**config.mk**
```make
export PLATFORM = sky130hd
export DESIGN_NAME = rfce_front
export DESIGN_NICKNAME = d
export VERILOG_FILES = /design/src/sv/rfce_pkg.sv /design/src/sv/rfce_front.sv
export SDC_FILE = /design/constraint.sdc
export NUM_CORES = 1
export LEC_CHECK = 0
export CORE_MARGIN = 2
export CORE_UTILIZATION = 56
export DETAILED_ROUTE_END_ITERATION = 10
export DONT_BUFFER_PORTS = 1
export GPL_TIMING_DRIVEN = 0
export PLACE_DENSITY = 0.71
export SYNTH_ARGS = -nofsm -noshare
export SYNTH_HDL_FRONTEND = slang
export SYNTH_SLANG_ARGS = --single-unit
```
**constraint.sdc**
```tcl
create_clock -name clock -period 9.6 [get_ports clock]
set_input_delay 0 -clock clock [delete_from_list [all_inputs] [get_ports clock]]
set_output_delay 0 -clock clock [all_outputs]
set_load 0.02 [all_outputs]
```
**src/sv/rfce_pkg.sv**
```systemverilog
`timescale 1ns / 1ps

package rfce_pkg;

   // Default sizes of the fern table and the pixel store.
   localparam int DEF_NUM_FERNS     = 512;
   localparam int DEF_NUM_DECISIONS = 4;
   localparam int DEF_MAX_PIXELS    = 8192;

   // Field widths fixed by the interface.
   localparam int FUNC_W   = 2;
   localparam int INDEX_W  = 13;
   localparam int LOC_W    = 8;
   localparam int VALUE_W  = 32;
   localparam int FERN_W   = 9;
   localparam int CODE_W   = 8;
   localparam int IMGW_W   = 9;
   localparam int PADDR_W  = 17;

   localparam logic [IMGW_W-1:0] IMGW_RESET = 9'd80;

   // Depth of the command queue between front and back end.
   localparam int QUEUE_DEPTH = 2;

   // Function selector codes on req_func.
   localparam logic [FUNC_W-1:0] FUNC_WR_TESTER = 2'd0;
   localparam logic [FUNC_W-1:0] FUNC_WR_PIXEL  = 2'd1;
   localparam logic [FUNC_W-1:0] FUNC_COMPUTE   = 2'd2;

   // Classified operation carried through the queue.
   typedef enum logic [1:0] {
      OP_WR_TESTER,
      OP_WR_PIXEL,
      OP_COMPUTE
   } op_type;

   typedef struct packed {
      op_type               op;
      logic [INDEX_W-1:0]   index;
      logic [LOC_W-1:0]     loc_x;
      logic [LOC_W-1:0]     loc_y;
      logic [VALUE_W-1:0]   value;
   } cmd_type;

   // Result transaction handed from the back end to the top level.
   typedef struct packed {
      logic                 strobe;
      logic [FERN_W-1:0]    fern_number;
      logic [CODE_W-1:0]    code;
      logic                 addr_error;
   } rsp_type;

   // Back end sequencer states.
   typedef enum logic [1:0] {
      ST_IDLE,
      ST_ISSUE,
      ST_DRAIN
   } state_type;

endpackage

```
**src/sv/rfce_front.sv**
```systemverilog
`timescale 1ns / 1ps

module rfce_front #(
   parameter int NUM_FERNS     = rfce_pkg::DEF_NUM_FERNS,
   parameter int NUM_DECISIONS = rfce_pkg::DEF_NUM_DECISIONS,
   parameter int MAX_PIXELS    = rfce_pkg::DEF_MAX_PIXELS
) (
   input  logic                          clock,
   input  logic                          reset,
   input  logic                          start,
   output logic                          busy,
   input  logic [rfce_pkg::FUNC_W-1:0]   req_func,
   input  logic [rfce_pkg::INDEX_W-1:0]  req_index,
   input  logic [rfce_pkg::LOC_W-1:0]    req_loc_x,
   input  logic [rfce_pkg::LOC_W-1:0]    req_loc_y,
   input  logic [rfce_pkg::VALUE_W-1:0]  req_value,
   output logic                          q_push,
   output rfce_pkg::cmd_type             q_data,
   input  logic                          q_full
);

   import rfce_pkg::*;

   localparam int TESTER_DEPTH = NUM_FERNS * NUM_DECISIONS;

   logic     accept;
   logic     keep;
   op_type   op;
   logic     held_ff, held_in;
   cmd_type  cmd_ff;

   // A held command that cannot enter the queue blocks the next transaction.
   assign busy   = held_ff && q_full;
   assign accept = start && !busy;
   assign q_push = held_ff;
   assign q_data = cmd_ff;

   // Classify the transaction and drop those that do nothing.
   always_comb begin
      op   = OP_WR_TESTER;
      keep = 1'b0;
      unique case (req_func)
         FUNC_WR_TESTER: begin
            op   = OP_WR_TESTER;
            keep = (32'(req_index) < TESTER_DEPTH);
         end
         FUNC_WR_PIXEL: begin
            op   = OP_WR_PIXEL;
            keep = (32'(req_index) < MAX_PIXELS);
         end
         FUNC_COMPUTE: begin
            op   = OP_COMPUTE;
            keep = (32'(req_index) < NUM_FERNS);
         end
         default: begin
            op   = OP_WR_TESTER;
            keep = 1'b0;
         end
      endcase
   end

   // The held command moves into the queue whenever the queue has room; an accepted command refills the hold stage.
   always_comb begin
      held_in = held_ff && q_full;
      if (accept && keep) begin
         held_in = 1'b1;
      end
   end

   always_ff @(posedge clock) begin
      if (reset) begin
         held_ff <= 1'b0;
      end else begin
         held_ff <= held_in;
      end
   end

   always_ff @(posedge clock) begin
      if (accept && keep) begin
         cmd_ff.op    <= op;
         cmd_ff.index <= req_index;
         cmd_ff.loc_x <= req_loc_x;
         cmd_ff.loc_y <= req_loc_y;
         cmd_ff.value <= req_value;
      end
   end

endmodule

```
# Yosys cells after proc, flatten, opt, wreduce, memory -nomap -nowiden
# Index checks and enable logic that the tools add are counted.
[op_classes]
n_mux = 3
magnitude_cmp = 2
n_eq_ne = 2
n_reduce_logical = 5
[ops]
columns = ["op", "count"]
rows = [
  ["13-bit by 10-bit less-than comparator with 1-bit output (second input constant)", 1],
  ["13-bit by 12-bit less-than comparator with 1-bit output (second input constant)", 1],
  ["2-bit one-hot mux with 2 select lines", 1],
  ["1-bit logical AND", 3],
  ["1-bit one-hot mux with 3 select lines", 1],
  ["2-bit by 1-bit equality test with 1-bit output (second input constant)", 1],
  ["2-bit equality test (second input constant)", 1],
  ["2-bit zero test", 1],
  ["1-bit zero test", 1],
  ["1-bit 2-to-1 mux", 1],
]
[word_totals]
input_bits = 67
output_inout_bits = 65
regBits = 64
elab_cells = 18

# Depth between registers and ports, before layout
[logic_depth]
ltp_word = 5
ltp_mapped = 2
depth_no_buf = 2

# Worst setup path before layout
# Ideal clock, no wire load.
[synth_path]
kind = "reg-to-reg"
from = "register held_ff, in the netlist q_push"
to = "register cmd_ff, in the netlist q_data[0], enable pin"
arrival_time_ns = 6.728
slack_ns = 2.232
path_stages_with_launch = 3
n_path_buf = 0
required_time_ns = 8.961
setup_ns = 0.639
period_less_slack_ns = 7.368
path_cell_list = "dfxtp_1 and2_1 nor4_1"
[synth_between]
elab_chain_len = 4
[synth_lines]
columns = ["item", "line", "source"]
rows = [
  ["start: declaration", "rfce_front.sv:29", "logic held_ff, held_in;"],
  ["start signal: assignment", "rfce_front.sv:74", "held_ff <= held_in;"],
  ["1-bit logical AND", "rfce_front.sv:33", "assign busy = held_ff && q_full;"],
  ["named net busy", "rfce_front.sv:11", "output logic busy,"],
  ["1-bit zero test", "rfce_front.sv:34", "assign accept = start && !busy;"],
  ["1-bit logical AND", "rfce_front.sv:34", ""],
  ["1-bit logical AND", "rfce_front.sv:79", "if (accept && keep) begin"],
  ["end: declaration", "rfce_front.sv:30", "cmd_type cmd_ff;"],
]
# The timed path passes the listed nets, and every way through them passes these cells.
# A chain may end at the register's enable or synchronous reset.

# Worst setup path in the final report
[layout_path]
from = "register held_ff, in the netlist q_push"
to = "register cmd_ff, in the netlist q_data[4], enable pin"
# The elaborated chain is that of the path after synthesis.

==> results.tsv <==
metric	value	unit
drtIter0Drc	52	
layout-drive-gt1-share	13.0	%
setup_viol	0	
grtUsageMet2	40.7	%
period_share	29.2	%
hpwl	2.26	mm
maxCapViolations	0	
post_drt_wl_per_cell	22.2	um
outcome	finished, final reports clean	
htree_levels	3	
hold_path_class	in2reg	
crit_path_end_kind	register	
cp_slowest_cell	nor4_2	
syn_inst	73	
tightest_slew	1160	ps
path_delay_family	simple AND/OR/NAND/NOR gates	
drt_first_pass_iters	5	
track_usage	23.9	%
clockRootBuffer	clkbuf_4	
worstReg2RegEnd	q_data[4]$_DFFE_PP_	
finalCriticalPeriod	2800	ps
core_area	3360	um^2
grt_pass1_vias	1185	
antenna_found_initial	1	
ys_ff_latch	64	
reg2regPathDepth	5	
startpoint_type	register	
area_delta_synth_final	45.6	%
cts_resized	0	
rsz0062_at_grt	no	
cts_tree	built	
yosys_warnings	0	
synth_nets	140	
vias	1102	
cts_sinks	64	
portBuffers	0	
setup_tns	0	ps
wl	4.64	mm
io_pins	132	
slew_headroom	22.3	%
hold_violations	0	
ant_nets	0	
fp.dieW	63.5	um
cts_max_path_buffers	2	
min_from	req_func[1]	
viasPerCell	5.27	
clkLatencyLatePin	380	ps
die_height	63.5	um
critical_path.cell_chain	and2_1, nor4_2, buf_4, buf_4, buf_4	
grt.busiest_layer	met2	
yosysUniqueCellTypes	11	
rows	21	
critPathBufInv	3	
holdPathEnd	q_data[21]$_DFFE_PP_	
reg2reg_slack	6800	ps
avgSynthCellArea	27.2	um^2
die_area	4040	um^2
grt_first_pass_wirelength	6.42	mm
grt_max_degree	12	
globalRoute.totalOverflow	0	
criticalPathCategory	reg2reg	
whs_path_depth	2	
crit_path_max_fanout	11	
crit_top_cell	buf_4	
crit_required	9690	ps
max_freq	357	MHz
cts_buffers	9	
synth_seq_area_share	96.3	%
dp_cells	125	
netlist_area	1980	um^2
skew	8.63	ps
leakage	1.01	nW
clkTransAtPathRegs	100	ps
layoutNonFillerInstCount	209	
gr-usage-met3	10.7	%
p_per_area	187	nW/um^2
final_core_utilization	85.9	%
whs	177	ps
max_stage_delay	1010	ps
post_cts_buffers	0	
grt_use_met1	23.6	%
cp_data_arrival_time	2890	ps
worstReg2RegStart	q_push$_SDFF_PP0_	
finalMaxSlewViolations	0	
start_util	59.0	%
place_congestion	0.693	
nNetsFinal	224	
worst_ir_drop_vdd	0.138	mV
route.detailed.drc	0	
==> kinds of logic after synthesis <==
family                 count (synthesis)  synth area share [%]
flip-flops                            64                  96.3
AND/OR/NAND/NOR                        5                  1.70
AO/OA/AOI/OAI                          3                  1.77
buffers and inverters                  1                 0.189
==> worst max path at each step <==
stage                            startpoint                   to  slack, ps  cells past startpoint
after floorplan           q_push$_SDFF_PP0_  q_data[0]$_DFFE_PP_       2230                      2
after global placement    q_push$_SDFF_PP0_  q_data[7]$_DFFE_PP_        870                      2
after detailed placement  q_push$_SDFF_PP0_  q_data[4]$_DFFE_PP_       7080                      5
after CTS                 q_push$_SDFF_PP0_  q_data[4]$_DFFE_PP_       7040                      5
after global routing      q_push$_SDFF_PP0_  q_data[1]$_DFFE_PP_       6710                      5
final                     q_push$_SDFF_PP0_  q_data[4]$_DFFE_PP_       6800                      5
==> layout make-up <==
class                           instances  area (um^2)
Antenna cell                            1         2.50
Clock buffer                           11         75.1
Clock inverter                          5         47.5
Fill cell                             165          474
Inverter                                1         3.75
Multi-Input combinational cell          8         75.1
Sequential cell                        64         1910
Tap cell                               46         57.6
Timing Repair Buffer                   73          716
==> worst register-to-register path, cell delays in order, from the launching register on <==
cell and delay, ps:
dfxtp_1 410, and2_1 320, nor4_2 1010, buf_4 350, buf_4 220, buf_4 200
==> placed cells by master, fill, tap and decap left out, types with 2 or more instances in the layout <==
| master | instances |
|---|---|
| buf_4 | 6 |
| clkbuf_1 | 2 |
| clkbuf_4 | 9 |
| clkinv_1 | 2 |
| clkinv_2 | 2 |
| dlygate4sd3_1 | 67 |
| edfxtp_1 | 63 |
==> cell usage after synthesis <==
cell	n	area (um^2)
and2_1	1	6.26
and2b_1	1	7.51
dfxtp_1	1	20.0
edfxtp_1	63	1890
inv_1	1	3.75
nand3b_1	1	7.51
nor2b_1	1	6.26
nor4_1	1	6.26
o21ba_2	1	10.0
o31a_1	1	8.76
o41ai_2	1	16.3
==> through the flow <==
stage | power (mW) | setup slack (ps) | cell area, um^2
after global routing | 0.559 | 6710 | 2890
after CTS | 0.538 | 7040 | 2890
after global placement | 0.356 | 867 | 2040
after floorplan | 0.353 | 2230 | 1980
final | 0.539 | 6800 | 2890
after detailed placement | 0.356 | 7080 | 2090
==> report_power, final <==
part / internal [mW] / total, mW / switching [mW]
Sequential: 0.322 / 0.340 / 0.0183
Clock: 0.0773 / 0.165 / 0.0878
Combinational: 0.0213 / 0.0340 / 0.0127
Total: 0.420 / 0.539 / 0.119
==> state kept, by name (all words and copies together), names as in the netlist <==
register,count
q_push,1
q_data,63
==> routing by layer <==
layer  up-vias  wire [um]  part of all wire [%]
li1        466          -                     -
met1       520       1600                    34
met2       100       2470                    53
met3        16        416                   9.0
met4         0        148                   3.2
met5         -          0                     0
==> repair_timing <==
| action | in CTS | in global routing |
|---|---|---|
| endpoints found under the setup margin | 0 | 0 |
| hold buffers | 67 | 0 |
| endpoints found under the hold margin | 71 | 0 |
Note: power is estimated with default switching activity, not from simulation.
