[src/sv/rfce_pkg.sv]
`timescale 1ns / 1ps

package rfce_pkg;

   // Default sizes of the fern table and the pixel store.
   localparam int DEF_NUM_FERNS     = 512;
   localparam int DEF_NUM_DECISIONS = 4;
   localparam int DEF_MAX_PIXELS    = 8192;

   // Field widths fixed by the interface.
   localparam int FUNC_W   = 2;
   localparam int INDEX_W  = 13;
   localparam int LOC_W    = 8;
   localparam int VALUE_W  = 32;
   localparam int FERN_W   = 9;
   localparam int CODE_W   = 8;
   localparam int IMGW_W   = 9;
   localparam int PADDR_W  = 17;

   localparam logic [IMGW_W-1:0] IMGW_RESET = 9'd80;

   // Depth of the command queue between front and back end.
   localparam int QUEUE_DEPTH = 2;

   // Function selector codes on req_func.
   localparam logic [FUNC_W-1:0] FUNC_WR_TESTER = 2'd0;
   localparam logic [FUNC_W-1:0] FUNC_WR_PIXEL  = 2'd1;
   localparam logic [FUNC_W-1:0] FUNC_COMPUTE   = 2'd2;

   // Classified operation carried through the queue.
   typedef enum logic [1:0] {
      OP_WR_TESTER,
      OP_WR_PIXEL,
      OP_COMPUTE
   } op_type;

   typedef struct packed {
      op_type               op;
      logic [INDEX_W-1:0]   index;
      logic [LOC_W-1:0]     loc_x;
      logic [LOC_W-1:0]     loc_y;
      logic [VALUE_W-1:0]   value;
   } cmd_type;

   // Result transaction handed from the back end to the top level.
   typedef struct packed {
      logic                 strobe;
      logic [FERN_W-1:0]    fern_number;
      logic [CODE_W-1:0]    code;
      logic                 addr_error;
   } rsp_type;

   // Back end sequencer states.
   typedef enum logic [1:0] {
      ST_IDLE,
      ST_ISSUE,
      ST_DRAIN
   } state_type;

endpackage

[src/sv/rfce_queue.sv]
`timescale 1ns / 1ps

module rfce_queue (
   input  logic             clock,
   input  logic             reset,
   input  logic             push,
   input  rfce_pkg::cmd_type push_data,
   input  logic             pop,
   output rfce_pkg::cmd_type head,
   output logic             full,
   output logic             empty
);

   import rfce_pkg::*;

   localparam int PW = (QUEUE_DEPTH > 1) ? $clog2(QUEUE_DEPTH) : 1;
   localparam int CW = $clog2(QUEUE_DEPTH + 1);

   cmd_type         entry_ff [QUEUE_DEPTH];
   logic [PW-1:0]   wr_ptr_ff, wr_ptr_in;
   logic [PW-1:0]   rd_ptr_ff, rd_ptr_in;
   logic [CW-1:0]   count_ff, count_in;
   logic            do_push, do_pop;

   assign full    = (count_ff == CW'(QUEUE_DEPTH));
   assign empty   = (count_ff == '0);
   assign do_push = push && !full;
   assign do_pop  = pop && !empty;
   assign head    = entry_ff[rd_ptr_ff];

   // Pointer and fill count update.
   always_comb begin
      wr_ptr_in = wr_ptr_ff;
      rd_ptr_in = rd_ptr_ff;
      count_in  = count_ff;
      if (do_push) begin
         wr_ptr_in = (wr_ptr_ff == PW'(QUEUE_DEPTH - 1)) ? '0 : wr_ptr_ff + 1'b1;
      end
      if (do_pop) begin
         rd_ptr_in = (rd_ptr_ff == PW'(QUEUE_DEPTH - 1)) ? '0 : rd_ptr_ff + 1'b1;
      end
      if (do_push && !do_pop) begin
         count_in = count_ff + 1'b1;
      end else if (do_pop && !do_push) begin
         count_in = count_ff - 1'b1;
      end
   end

   always_ff @(posedge clock) begin
      if (reset) begin
         wr_ptr_ff <= '0;
         rd_ptr_ff <= '0;
         count_ff  <= '0;
      end else begin
         wr_ptr_ff <= wr_ptr_in;
         rd_ptr_ff <= rd_ptr_in;
         count_ff  <= count_in;
      end
   end

   // Entry storage needs no reset.
   always_ff @(posedge clock) begin
      if (do_push) begin
         entry_ff[wr_ptr_ff] <= push_data;
      end
   end

endmodule

[config.mk]
export PLATFORM = sky130hd
export DESIGN_NAME = rfce_queue
export DESIGN_NICKNAME = d
export VERILOG_FILES = /design/src/sv/rfce_pkg.sv /design/src/sv/rfce_queue.sv
export SDC_FILE = /design/constraint.sdc
export NUM_CORES = 1
export LEC_CHECK = 0
export BUFFER_PORTS_ARGS = -buffer_cell sky130_fd_sc_hd__buf_2
export CAP_MARGIN = 10
export CORE_MARGIN = 2
export CORE_UTILIZATION = 55
export CTS_CLUSTER_DIAMETER = 120
export CTS_CLUSTER_SIZE = 14
export DETAILED_ROUTE_END_ITERATION = 8
export PLACE_DENSITY = 0.94
export SYNTH_ARGS = -nofsm -noshare
export SYNTH_HDL_FRONTEND = slang
export SYNTH_SLANG_ARGS = --single-unit
[constraint.sdc]
create_clock -name clock -period 8.11 [get_ports clock]
set_input_delay 1.622 -clock clock [delete_from_list [all_inputs] [get_ports clock]]
set_output_delay 1.622 -clock clock [all_outputs]
set_load 0.03 [all_outputs]
* After elaboration in Yosys (flattened, before gate mapping)
Memories as Yosys holds them, arrays and structs flattened. A register that Yosys moved wholly into a read port is not among the register bits.
Cells that the tools add are included.
** Operators by class
- Add/sub/neg operators :: 4
- Equality and inequality tests :: 1
- Muxes and demuxes :: 8
- Reduce and logical (&&, ||, !) cells :: 10
** Operators with widths (count)
- 2-to-1 mux 1 bit :: 6
- logical AND 1 bit :: 4
- zero test 1 bit :: 4
- 2-to-1 mux 2 bit :: 2
- adder 1 bit, second input constant :: 2
- adder 2 x 1 -> 2 bit, second input constant :: 1
- == test 2 bit, second input constant :: 1
- zero test 2 bit :: 1
- nonzero test 2 bit :: 1
- subtractor 2 x 1 -> 2 bit, second input constant :: 1
** Storage, ports and cells
- Flip-flop bits (word level) :: 4
- Bits in writable memories :: 126
- Input bits :: 67
- Output and inout port bits :: 65
- Memories kept :: 1
** Memories
- entry_ff :: depth 2, width 63, read ports 1, clocked after Yosys merged registers in 1, wr ports 1, line rfce_queue.sv:19 : cmd_type entry_ff [QUEUE_DEPTH];

* Longest topological paths before layout
- Word-level depth :: 7
- Gate-level depth with buffers :: 6
- Mapped depth without buffers :: 6

* Worst setup path after synthesis
No wires, ideal clock.
- Kind :: in2reg
- Start :: in push
- End :: mem entry_ff[1][0] (netlist bit), enable pin
- Setup time :: 428 ps
- Arrival time :: 3296 ps
- Required time :: 7682 ps
- Slack :: 4386 ps
- Stages :: 3
- Path buffers :: 0
- Cell sequence :: inv_1 nor2_1 and2_1
** Between the ends
- Word-level cells in the longest chain between the ends :: 3
** RTL lines
- start: declaration :: line rfce_queue.sv:6 : input logic push,
- logical AND 1 bit :: line rfce_queue.sv:27 : assign do_push = push && !full;
- named net do_push :: line rfce_queue.sv:23 : logic do_push, do_pop;
- 2-to-1 mux 1 bit :: line rfce_queue.sv:63 : if (do_push) begin
- 2-to-1 mux 1 bit (not written as such) :: line rfce_queue.sv:64 : entry_ff[wr_ptr_ff] <= push_data;
- end: declaration :: line rfce_queue.sv:19
The timed path passes the listed nets, and every way through them passes these cells.

==> summary.md <==
| Metric | Value |
|---|---|
| Worst setup path category | `reg -> out` |
| Worst hold path startpoint | `wr_ptr_ff$_SDFFE_PP0P_` |
| Required time of the critical path | `6490 ps` |
| Number of clock sinks seen by CTS | `between 100 and 150` |
| Die ar. | `9400 um2` |
| Detailed-route via count | `around 2,500` |
| Gate count after technology mapping | `approximately 220` |
| Number of buffers added by the clock tree synthesis step | `17` |
| Hold Path Cell Cnt | `2` |
| Time the final worst path needs with I/O delays and setup | `4030 ps` |
| End point of the most critical hold path | `wr_ptr_ff$_SDFFE_PP0P_` |
| Largest net degree at the start of global routing | `36` |
| Final worst-path cycle share | `0.497` |
| FF/Latch Area | `~3900 um2` |
| Final Hold Viols | `0` |
| # DRC | `0` |
| Count of state elements after synthesis | `approximately 130` |
| Slack of the worst reg-to-reg path | `~5800 ps` |
| Finish-stage setup viols | `0` |
| Sequential area share after synthesis | `0.817` |
| Number of post-CTS setup repair buffers | `0` |
| Clock buffer depth | `2` |
| Initial core utilization | `0.573` |
| Critical Path AT | `around 2400 ps` |
| Startpoint type of the worst setup path | `flip-flop` |
| Post-synthesis mux area share | `0.149` |
| Post-synthesis compound-gate area fraction | `0.00526` |
| Floorplan die width | `97.0 um` |
| Max VDD drop | `about 0.0003 V` |
| Simple-gate share of the synthesized area | `0.00974` |
| Vias per Instance | `about 5.2` |
| Port Buf Inserts | `about 130` |
| Synthesized-area fraction occupied by xor and xnor cells | `0.00553` |
| Hold bufs inserted after CTS | `0` |
| CP Max Fanout | `34` |
| Mapped cell area | `roughly 4800 um2` |
| Total wirelength of the detailed-routed design | `~8.4 mm` |
| Clk_skew | `7.07 ps` |
| Area grow syn2layout | `29.9%` |
| RSZ-0062 raised after global routing | `no` |
| GRT Resource Usage Total | `0.188` |
| Proportion of layout cells with a drive suffix above 1 | `0.603` |
| RR Endpoint | `entry_ff[0][50]$_DFFE_PP_` |
| Fillers | `about 500` |
| Weighted congestion at the end of routability-driven global placement | `roughly 0.71` |
| Overall overflow remaining after global route | `0` |
| Number of nets in the layout | `435` |
| Multi-input gate area in the final layout | `approximately 820 um2` |
| Post-Synth Adder-Cell Area | `0.00263` |
| Transition time at the pin with the least slew margin | `about 710 ps` |
| Remaining antenna violation count after routing | `0` |
| Final Total Pwr | `about 2.3 mW` |
| Latest clock arrival within the worst-skew pair | `about 500 ps` |
| Power density normalized to cell area | `around 380 nW/um2` |
| Std cell rows | `33` |
| Post-Syn Nets | `between 200 and 300` |
| Vias in the first global route | `between 2,000 and 3,000` |
| Warning count from the yosys run | `0` |
| Synth Area per Inst | `between 20 and 25 um2` |
| Unique masters post-synth | `14` |
| Wire length per cell | `~17 um` |
| Dominant combinational cell family by area after synthesis | `multiplexers` |
| Clock tree from TritonCTS | `built` |
| FMAX | `0.248 GHz` |
| Wire length of the first global-routing pass | `roughly 13 mm` |
| Clock edge transition at the registers on the reported setup and hold paths | `~60 ps` |
| CTS Root Buffer Type | `sky130_fd_sc_hd__clkbuf_8` |
| Worst hold-check path type | `reg -> reg` |
| Number of cells on the worst reg-to-reg path | `4` |
| DP HPWL | `around 5.5 mm` |
| Relative slew slack | `0.528` |
| Number of antenna violations at the first check in global routing | `0` |
| Drt pass-1 iters | `4` |
| Number of pins exceeding their max-slew limit in the final report | `0` |
| Std-Cell Core Area | `approximately 8300 um2` |
| Count of pins on the block boundary | `approximately 130` |
| Htree depth | `4` |
| Critical register-to-register path startpoint | `count_ff[1]$_SDFFE_PP0P_` |
| DRC violation total after the first TritonRoute iteration | `136` |
| Maximum Capacitance Violations | `0` |
| Die height | `slightly below 100 um` |
| Kind of end point of the critical path | `output port` |
| Leakage | `between 2 and 2.5 nW` |
| Number of gates resized after cts | `0` |
| Final TNS setup | `0 ps` |
| Antenna Cells | `0` |
| Run status | `finished clean` |
## critical path: stages (launching register included)
cell and delay (ps):
sky130_fd_sc_hd__dfxtp_2 780, sky130_fd_sc_hd__buf_4 520, sky130_fd_sc_hd__mux2_2 410, sky130_fd_sc_hd__buf_2 180
## how the worst max path moves through the flow
stage / from / endpoint / slack [ps]
after floorplan: push / entry_ff[1][0]$_DFFE_PP_ / 4390
after global placement: flip-flop / head[2] / 4590
after detailed placement: push / entry_ff[0][20]$_DFFE_PP_ / 4560
after CTS: flip-flop / head[48] / 4040
after global routing: flip-flop / head[2] / 3930
final: flip-flop / head[2] / 4080
## metal layers
| metal | vias to the layer above | part of all wire | wire length, um | GRT usage |
|---|---|---|---|---|
| met5 | - | 0 | 0 | 0 |
| met4 | 0 | 0.013 | 110 | 0.0769 |
| met2 | 110 | 0.52 | 4360 | 0.317 |
| li1 | 1167 | - | - | - |
| met3 | 10 | 0.065 | 547 | 0.0672 |
| met1 | 1222 | 0.40 | 3380 | 0.221 |
## sequential cells by signal, summed over array words and instances (netlist names), named ones only
| name | count |
|---|---|
| wr_ptr_ff | 1 |
| count_ff | 2 |
| entry_ff | 126 |
| rd_ptr_ff | 1 |
## cell families (layout without fill, tap and decap cells)
logic type | count (synthesis) | count (layout)
flops | 131 | 131
mux | 63 | 63
simple gates | 9 | 9
buf+inv | 9 | 168
compound gates | 5 | 5
xor+xnor | 3 | 3
fa+ha+maj | 1 | 1
## Yosys cell counts
library cell | n | area [um2]
sky130_fd_sc_hd__buf_2 | 4 | 20.0
sky130_fd_sc_hd__ha_1 | 1 | 12.5
sky130_fd_sc_hd__inv_1 | 2 | 7.51
sky130_fd_sc_hd__o21ai_0 | 3 | 15.0
sky130_fd_sc_hd__or3_1 | 2 | 12.5
sky130_fd_sc_hd__xor2_1 | 3 | 26.3
sky130_fd_sc_hd__a21oi_1 | 2 | 10.0
sky130_fd_sc_hd__buf_4 | 3 | 22.5
sky130_fd_sc_hd__dfxtp_1 | 5 | 100
sky130_fd_sc_hd__mux2_2 | 63 | 709
sky130_fd_sc_hd__and2_1 | 1 | 6.26
sky130_fd_sc_hd__nor2_1 | 5 | 18.8
sky130_fd_sc_hd__edfxtp_1 | 126 | 3780
sky130_fd_sc_hd__nor2b_2 | 1 | 8.76
## power by group
part / switching [mW] / internal [mW]
clock: 0.267 / 0.560
combinational: 0.384 / 0.207
sequential: 0.0449 / 0.852
## metrics by stage
step           hold WS (ps)  setup WS [ps]  std cells  area (um2)  utilization
6_report                490           4080        485        6170        0.744
5_1_grt                 532           3930        485        6170        0.744
4_1_cts                 496           4040        485        6170        0.744
3_5_place_dp            487           4560        453        5520        0.665
3_3_place_gp            469           4590        453        5520        0.665
2_1_floorplan           452           4390        221        4750            -
## placed cells by master, fill, tap and decap left out
cell	Yosys	layout
sky130_fd_sc_hd__mux2_2	63	63
sky130_fd_sc_hd__o21ai_0	3	3
sky130_fd_sc_hd__dfxtp_1	5	4
sky130_fd_sc_hd__clkbuf_1	0	1
sky130_fd_sc_hd__clkinv_1	0	3
sky130_fd_sc_hd__nor2_1	5	5
sky130_fd_sc_hd__buf_4	3	3
sky130_fd_sc_hd__clkbuf_16	0	16
sky130_fd_sc_hd__buf_2	4	131
sky130_fd_sc_hd__a21oi_1	2	2
sky130_fd_sc_hd__bufinv_16	0	6
sky130_fd_sc_hd__edfxtp_1	126	126
sky130_fd_sc_hd__clkbuf_8	0	1
sky130_fd_sc_hd__nor2b_2	1	1
sky130_fd_sc_hd__and2_2	0	1
sky130_fd_sc_hd__dfxtp_2	0	1
sky130_fd_sc_hd__ha_1	1	1
sky130_fd_sc_hd__or3_1	2	2
sky130_fd_sc_hd__inv_2	0	1
sky130_fd_sc_hd__xor2_1	3	3
sky130_fd_sc_hd__clkinvlp_4	0	2
sky130_fd_sc_hd__inv_6	0	2
sky130_fd_sc_hd__inv_1	2	1
sky130_fd_sc_hd__clkinv_4	0	1
## area by class of cell
type / count / area share
sequential: 131 / 0.629
inverter: 2 / 0.00122
multi-input combinational: 81 / 0.133
clock buffer: 18 / 0.0677
tap: 105 / 0.0213
clock inverter: 14 / 0.0377
timing repair buffer: 134 / 0.110
Note: power is estimated with default switching activity, not from simulation.
